===== config.mk =====
export PLATFORM = sky130hd
export DESIGN_NAME = uyvy_to_rgb_shift_add_top
export DESIGN_NICKNAME = d
export VERILOG_FILES = /design/src/rtl/core/uyvy2rgb_pkg.sv /design/src/rtl/core/uyvy2rgb_chroma.sv /design/src/rtl/core/uyvy2rgb_pixel.sv /design/src/rtl/core/uyvy_to_rgb_shift_add_top.sv
export SDC_FILE = /design/constraint.sdc
export NUM_CORES = 1
export LEC_CHECK = 0
export ABC_CLOCK_PERIOD_IN_PS = 6600
export BUFFER_PORTS_ARGS = -buffer_cell sky130_fd_sc_hd__buf_2
export CAP_MARGIN = 10
export CORE_UTILIZATION = 50
export CTS_BUF_LIST = sky130_fd_sc_hd__clkbuf_8
export DETAILED_ROUTE_END_ITERATION = 6
export PLACE_DENSITY = 0.82
export SLEW_MARGIN = 10
export SYNTH_ARGS = -nofsm -noshare
export SYNTH_HDL_FRONTEND = slang
export SYNTH_SLANG_ARGS = --single-unit

===== constraint.sdc =====
create_clock -name clk -period 6.6 [get_ports clk]
set_clock_uncertainty 0.05 [all_clocks]
set_input_delay 0.66 -clock clk [delete_from_list [all_inputs] [get_ports clk]]
set_output_delay 0.66 -clock clk [all_outputs]
set_load 0.02 [all_outputs]

===== src/rtl/core/uyvy2rgb_pkg.sv =====
// Types and constants for the UYVY to RGB shift-add converter.
// No dependencies; imported by every module of the block.
package uyvy2rgb_pkg;

  localparam int unsigned ByteW = 8;
  localparam int unsigned FmtW  = 2;

  localparam logic [FmtW-1:0]  FMT_RGB  = 2'd0;
  localparam logic [FmtW-1:0]  FMT_RGBA = 2'd1;
  localparam logic [FmtW-1:0]  FMT_BGRA = 2'd2;

  localparam logic [ByteW-1:0] ALPHA_OPAQUE = 8'hFF;
  localparam logic [ByteW-1:0] ALPHA_NONE   = 8'h00;

  typedef struct packed {
    logic [ByteW-1:0] chroma_blue;
    logic [ByteW-1:0] luma_first;
    logic [ByteW-1:0] chroma_red;
    logic [ByteW-1:0] luma_second;
    logic             only_first;
  } in_item_t;

  // Per-channel chroma contribution, modulo 256.
  typedef struct packed {
    logic [ByteW-1:0] red;
    logic [ByteW-1:0] green;
    logic [ByteW-1:0] blue;
  } chroma_off_t;

  typedef struct packed {
    logic [ByteW-1:0] ch0;
    logic [ByteW-1:0] ch1;
    logic [ByteW-1:0] ch2;
  } pix_t;

endpackage


===== src/rtl/core/uyvy2rgb_chroma.sv =====
// Chroma centering and shift-add coefficient terms shared by both pixels.
// Depends on uyvy2rgb_pkg.
module uyvy2rgb_chroma (
  input  logic [uyvy2rgb_pkg::ByteW-1:0] chroma_blue,
  input  logic [uyvy2rgb_pkg::ByteW-1:0] chroma_red,
  output uyvy2rgb_pkg::chroma_off_t      off
);
  import uyvy2rgb_pkg::*;

  logic signed [ByteW-1:0] u;
  logic signed [ByteW-1:0] v;
  logic signed [ByteW-1:0] g_u;
  logic signed [ByteW-1:0] g_v;

  // subtract 128: flip the top bit
  assign u = signed'({~chroma_blue[ByteW-1], chroma_blue[ByteW-2:0]});
  assign v = signed'({~chroma_red[ByteW-1],  chroma_red[ByteW-2:0]});

  assign g_u = (u >>> 2) + (u >>> 4) + (u >>> 5);
  assign g_v = (v >>> 1) + (v >>> 3) + (v >>> 4) + (v >>> 5);

  assign off.red   = unsigned'(v + (v >>> 2) + (v >>> 3) + (v >>> 5));
  assign off.green = unsigned'(ByteW'(-g_u - g_v));
  assign off.blue  = unsigned'(u + (u >>> 1) + (u >>> 2) + (u >>> 6));

endmodule


===== src/rtl/core/uyvy2rgb_pixel.sv =====
// One output pixel: luma plus chroma terms, channel order and drop.
// Depends on uyvy2rgb_pkg.
module uyvy2rgb_pixel (
  input  logic [uyvy2rgb_pkg::ByteW-1:0] luma,
  input  uyvy2rgb_pkg::chroma_off_t      off,
  input  logic                           swap,
  input  logic                           drop,
  output uyvy2rgb_pkg::pix_t             pix
);
  import uyvy2rgb_pkg::*;

  logic [ByteW-1:0] r;
  logic [ByteW-1:0] g;
  logic [ByteW-1:0] b;

  assign r = luma + off.red;
  assign g = luma + off.green;
  assign b = luma + off.blue;

  always_comb begin
    if (drop) begin
      pix = '0;
    end else begin
      pix.ch0 = swap ? b : r;
      pix.ch1 = g;
      pix.ch2 = swap ? r : b;
    end
  end

endmodule


===== src/rtl/core/uyvy_to_rgb_shift_add_top.sv =====
// Top level of the UYVY 4:2:2 to RGB/RGBA/BGRA shift-add converter.
// Depends on uyvy2rgb_pkg, uyvy2rgb_chroma and uyvy2rgb_pixel.
//
//   channel | direction | handshake             | payload
//   in_     | input     | in_valid / in_stall   | U, Y0, V, Y1, only_first
//   out_    | output    | out_valid / out_stall | two pixels, alpha, second_valid
//   cfg_    | input     | cfg_valid / cfg_ready | output format (2 bits)
//
// Each request passes through the input register, then the result register.
// One request per cycle is accepted while out_stall stays low.
// in_stall rises only when both registers hold requests and out_stall is high.
// Synchronous active-low reset clears valids and sets the format to RGB.
// cfg_ready is always high.
module uyvy_to_rgb_shift_add_top (
  input  logic                           clk,
  input  logic                           rst_n,
  input  logic                           in_valid,
  output logic                           in_stall,
  input  logic [uyvy2rgb_pkg::ByteW-1:0] in_chroma_blue,
  input  logic [uyvy2rgb_pkg::ByteW-1:0] in_luma_first,
  input  logic [uyvy2rgb_pkg::ByteW-1:0] in_chroma_red,
  input  logic [uyvy2rgb_pkg::ByteW-1:0] in_luma_second,
  input  logic                           in_only_first,
  output logic                           out_valid,
  input  logic                           out_stall,
  output logic [uyvy2rgb_pkg::ByteW-1:0] out_first_ch0,
  output logic [uyvy2rgb_pkg::ByteW-1:0] out_first_ch1,
  output logic [uyvy2rgb_pkg::ByteW-1:0] out_first_ch2,
  output logic [uyvy2rgb_pkg::ByteW-1:0] out_second_ch0,
  output logic [uyvy2rgb_pkg::ByteW-1:0] out_second_ch1,
  output logic [uyvy2rgb_pkg::ByteW-1:0] out_second_ch2,
  output logic [uyvy2rgb_pkg::ByteW-1:0] out_alpha_out,
  output logic                           out_second_valid,
  input  logic                           cfg_valid,
  output logic                           cfg_ready,
  input  logic [uyvy2rgb_pkg::FmtW-1:0]  cfg_data
);
  import uyvy2rgb_pkg::*;

  logic [FmtW-1:0]  format_r;
  logic             s1_valid_r;
  in_item_t         s1_item_r;
  logic             out_valid_r;
  pix_t             first_r;
  pix_t             second_r;
  logic [ByteW-1:0] alpha_r;
  logic             second_valid_r;

  logic             out_adv;
  logic             s1_adv;
  chroma_off_t      off;
  pix_t             first_nxt;
  pix_t             second_nxt;
  logic [ByteW-1:0] alpha_nxt;
  logic             swap;

  assign cfg_ready = 1'b1;

  always_ff @(posedge clk) begin
    if (!rst_n) begin
      format_r <= FMT_RGB;
    end else if (cfg_valid && cfg_ready) begin
      format_r <= cfg_data;
    end
  end

  assign out_adv  = !out_valid_r || !out_stall;
  assign s1_adv   = !s1_valid_r || out_adv;
  assign in_stall = !s1_adv;

  always_ff @(posedge clk) begin
    if (!rst_n) begin
      s1_valid_r <= 1'b0;
    end else if (s1_adv) begin
      s1_valid_r <= in_valid;
    end
  end

  always_ff @(posedge clk) begin
    if (s1_adv && in_valid) begin
      s1_item_r <= '{chroma_blue: in_chroma_blue, luma_first: in_luma_first,
                     chroma_red: in_chroma_red, luma_second: in_luma_second,
                     only_first: in_only_first};
    end
  end

  uyvy2rgb_chroma u_chroma (
    .chroma_blue (s1_item_r.chroma_blue),
    .chroma_red  (s1_item_r.chroma_red),
    .off         (off)
  );

  assign swap      = (format_r == FMT_BGRA);
  assign alpha_nxt = (format_r != FMT_RGB) ? ALPHA_OPAQUE : ALPHA_NONE;

  uyvy2rgb_pixel u_pix_first (
    .luma (s1_item_r.luma_first),
    .off  (off),
    .swap (swap),
    .drop (1'b0),
    .pix  (first_nxt)
  );

  uyvy2rgb_pixel u_pix_second (
    .luma (s1_item_r.luma_second),
    .off  (off),
    .swap (swap),
    .drop (s1_item_r.only_first),
    .pix  (second_nxt)
  );

  always_ff @(posedge clk) begin
    if (!rst_n) begin
      out_valid_r <= 1'b0;
    end else if (out_adv) begin
      out_valid_r <= s1_valid_r;
    end
  end

  always_ff @(posedge clk) begin
    if (out_adv && s1_valid_r) begin
      first_r        <= first_nxt;
      second_r       <= second_nxt;
      alpha_r        <= alpha_nxt;
      second_valid_r <= !s1_item_r.only_first;
    end
  end

  assign out_valid        = out_valid_r;
  assign out_first_ch0    = first_r.ch0;
  assign out_first_ch1    = first_r.ch1;
  assign out_first_ch2    = first_r.ch2;
  assign out_second_ch0   = second_r.ch0;
  assign out_second_ch1   = second_r.ch1;
  assign out_second_ch2   = second_r.ch2;
  assign out_alpha_out    = alpha_r;
  assign out_second_valid = second_valid_r;

endmodule


==> results_dict.tcl <==
set metrics [dict create \
    outcome "complete, no violations" \
    synth_ff_type "edfxtp_1" \
    syn_area_per_cell_sq_um 11.2 \
    critPathCaptureType "flip-flop" \
    cap_violations 0 \
    min_period_ns 5.34 \
    fin_tns_setup_ns 0 \
    syn_to_final_growth_pct 12.0 \
    io_pins 100 \
    root_buffer "clkbuf_8" \
    fmax_mhz 187 \
    tightest_slew_ns 1.10 \
    cts_hold_buf 0 \
    rsz0062_at_grt "no" \
    fp-row-count 41 \
    critPathMostFrequentCell "inv_1" \
    synth_top_area_share_pct 37.3 \
    grt_max_degree 51 \
    synth_edf_count 83 \
    synth_cells 596 \
    wl_met2_um 7290 \
    grt_pass1_vias 4733 \
    timing.final.crit_share_pct 80.9 \
    seq_area_frac_synth_pct 38.5 \
    routed-wl-met3_um 668 \
    synth_nets 760 \
    clk_pin_slew_ns 0.09 \
    grt_first_pass_wirelength_um 23000 \
    cts_buffers 9 \
    wirelength_um 14000 \
    place_ws_ns 1.27 \
    cts_sinks 87 \
    power_density_nw_per_um2 478 \
    drt_iter0_markers 212 \
    synth_seq_cells 87 \
    cts_tree "done" \
    synth_area_leaders "edfxtp_1 37%, ha_1 15%, fa_1 13%" \
    syn-cell-area_sq_um 6680 \
    crit_slowest_cell "fa_1" \
    cts.path.max_buffers 2 \
    p_leak_nw 3.45 \
    io_buffers 98 \
    cts_resized 0 \
    dieWidth_um 118 \
    relSlewSlack_pct 26.3 \
    vias 4553 \
    grt_usage_pct 21.5 \
    antenna_found_initial 0 \
    hp-class "in2reg" \
    cts_setup_buffers 0 \
    wire_per_inst_um 16.1 \
    clk_latency_ns 0.39 \
    slew_violations 0 \
    synth_top_cell_by_area "edfxtp_1" \
    drive_above_1_share_pct 18.0 \
    antenna_cells 0 \
    cts_max_level 3 \
    drt_pass1_iterations 4 \
    cpPeakStageDelay_ns 0.54 \
    drc_errors 0 \
    drt-met1-wl_um 5670 \
    gp_congestion 0.933 \
    core_area_sq_um 12800 \
    criticalPathCategory "reg2reg" \
    layout_setup_ws_ns 1.26 \
    fin_nets 854 \
    hold_viol 0 \
    critPathMaxFanout 5 \
    async_flop_share_pct 0 \
    ant_nets 0 \
    gr-total-overflow 0 \
    worstPathArrival_ns 5.45 \
    die_area_sq_um 13800 \
    startpoint_type "flip-flop" \
    start_util_pct 52.1 \
    fp.dieH_um 118 \
    place_hpwl_um 11500 \
    avgViaCountPerCell 5.25 \
    yosysUniqueCellTypes 42 \
    setup_viol 0 \
    ir_drop_uv 226 \
    worstPathCellList "inv_1, ha_1, xnor2_1, fa_1, inv_1, fa_1, inv_1, fa_1, inv_1, ha_1, a21o_1, a21oi_1, xnor2_1, ha_1, or4_1, a31oi_1, xnor3_1, and2_1" \
    routed.top_layer "met4" \
    cp.required_ns 6.70 \
    yosys_warnings 0 \
]
-- synth_stat cells, drive strengths merged, types with 2 or more instances --
cell type	instances
clkbuf	5
o22ai	4
edfxtp	83
or3	2
a21oi	50
fa	44
nor3	2
o21ai	15
nor2b	11
and3b	2
ha	80
mux2	4
nand2b	7
o211ai	5
a2111o	2
a211oi	6
dfxtp	4
a31oi	3
xnor2	34
a21o	13
xor2	14
mux2i	6
xnor3	3
buf	11
nor2	30
inv	82
nand2	50
o21a	6
nor4	2
o21bai	9
-- sequential cells by signal, indices dropped and copies added (netlist names), 2 cells and up --
signal,count
out_first_ch2,8
out_first_ch0,8
out_first_ch1,8
s1_item_r,33
out_second_ch0,8
format_r,2
out_second_ch1,8
out_second_ch2,8
-- area by class of cell --
| class | count | area [sq um] |
|---|---|---|
| fill | 1072 | 5340 |
| multi-input combinational | 410 | 3700 |
| clock buffer | 9 | 124 |
| clock inverter | 7 | 48.8 |
| sequential | 87 | 2570 |
| timing repair buffer | 99 | 498 |
| inverter | 83 | 325 |
| tap | 172 | 215 |
-- cells by family (layout without fill, tap and decap cells) --
family	Yosys count	count (layout)	synth area share, %
buffers and inverters	99	198	6.44
flip-flops	87	87	38.5
AND/OR/NAND/NOR	110	110	7.36
XOR/XNOR	51	51	7.31
multiplexers	10	10	1.57
AO/OA/AOI/OAI	114	114	10.6
other	1	1	0.0561
adder cells (fa/ha/maj)	124	124	28.2
-- worst max-delay path: cells and delay by family (launching register included) --
family / cells / cell delay [ns]
fa+ha+maj: 6 / 2.42
simple gates: 2 / 0.65
compound gates: 3 / 0.57
xor+xnor: 3 / 0.48
flops: 1 / 0.47
buf+inv: 4 / 0.46
-- metrics by stage --
step           area (sq um)  instances  power, mW  hold slack [ns]  utilization [%]
2_1_floorplan          6680        596       2.66            0.416                -
3_3_place_gp           7310        851       3.10            0.438             57.0
3_5_place_dp           7310        851       3.21            0.464             57.0
4_1_cts                7480        867       3.56            0.370             58.3
5_1_grt                7480        867       3.86            0.375             58.3
6_report               7480        867       3.57            0.389             58.3
-- power breakdown --
part / internal (mW) / switching, mW
combinational: 1.01 / 1.36
clock: 0.137 / 0.205
sequential: 0.818 / 0.0409
-- path summary, 6_finish.rpt --
path                        to  slack, ns              start  depth (start not counted)
max          out_second_ch1[7]       1.26      s1_item_r[15]                         18
min              s1_item_r[31]       0.39  in_chroma_blue[6]                          1
max reg2reg  out_second_ch1[7]       1.26      s1_item_r[15]                         18
min reg2reg          out_valid       0.50         s1_valid_r                          2
-- cell usage in the layout (no fill, tap or decap), types with 3 or more instances in the layout --
cell type | netlist | routed
nor2_1 | 30 | 30
a21o_1 | 13 | 13
o22ai_1 | 4 | 4
nor2b_1 | 11 | 9
clkbuf_8 | 0 | 9
buf_2 | 0 | 98
a21oi_1 | 50 | 50
dfxtp_1 | 4 | 4
mux2i_1 | 6 | 6
inv_1 | 82 | 83
mux2_2 | 4 | 4
o21ai_0 | 12 | 12
edfxtp_1 | 83 | 83
xnor2_1 | 34 | 34
a31oi_1 | 3 | 3
o21a_1 | 6 | 6
xnor3_1 | 3 | 3
ha_1 | 80 | 80
o211ai_1 | 3 | 3
fa_1 | 44 | 44
a211oi_1 | 6 | 6
nand2b_1 | 7 | 7
o21bai_1 | 9 | 9
nand2_1 | 50 | 50
xor2_1 | 14 | 14
-- routing by layer --
metal  vias up  global-route usage (%)
li1       2210                       -
met1      2162                    24.2
met2       150                    39.9
met3        31                    4.36
met4         0                    8.17
met5         -                       0
(Power assumes the default switching activity.)
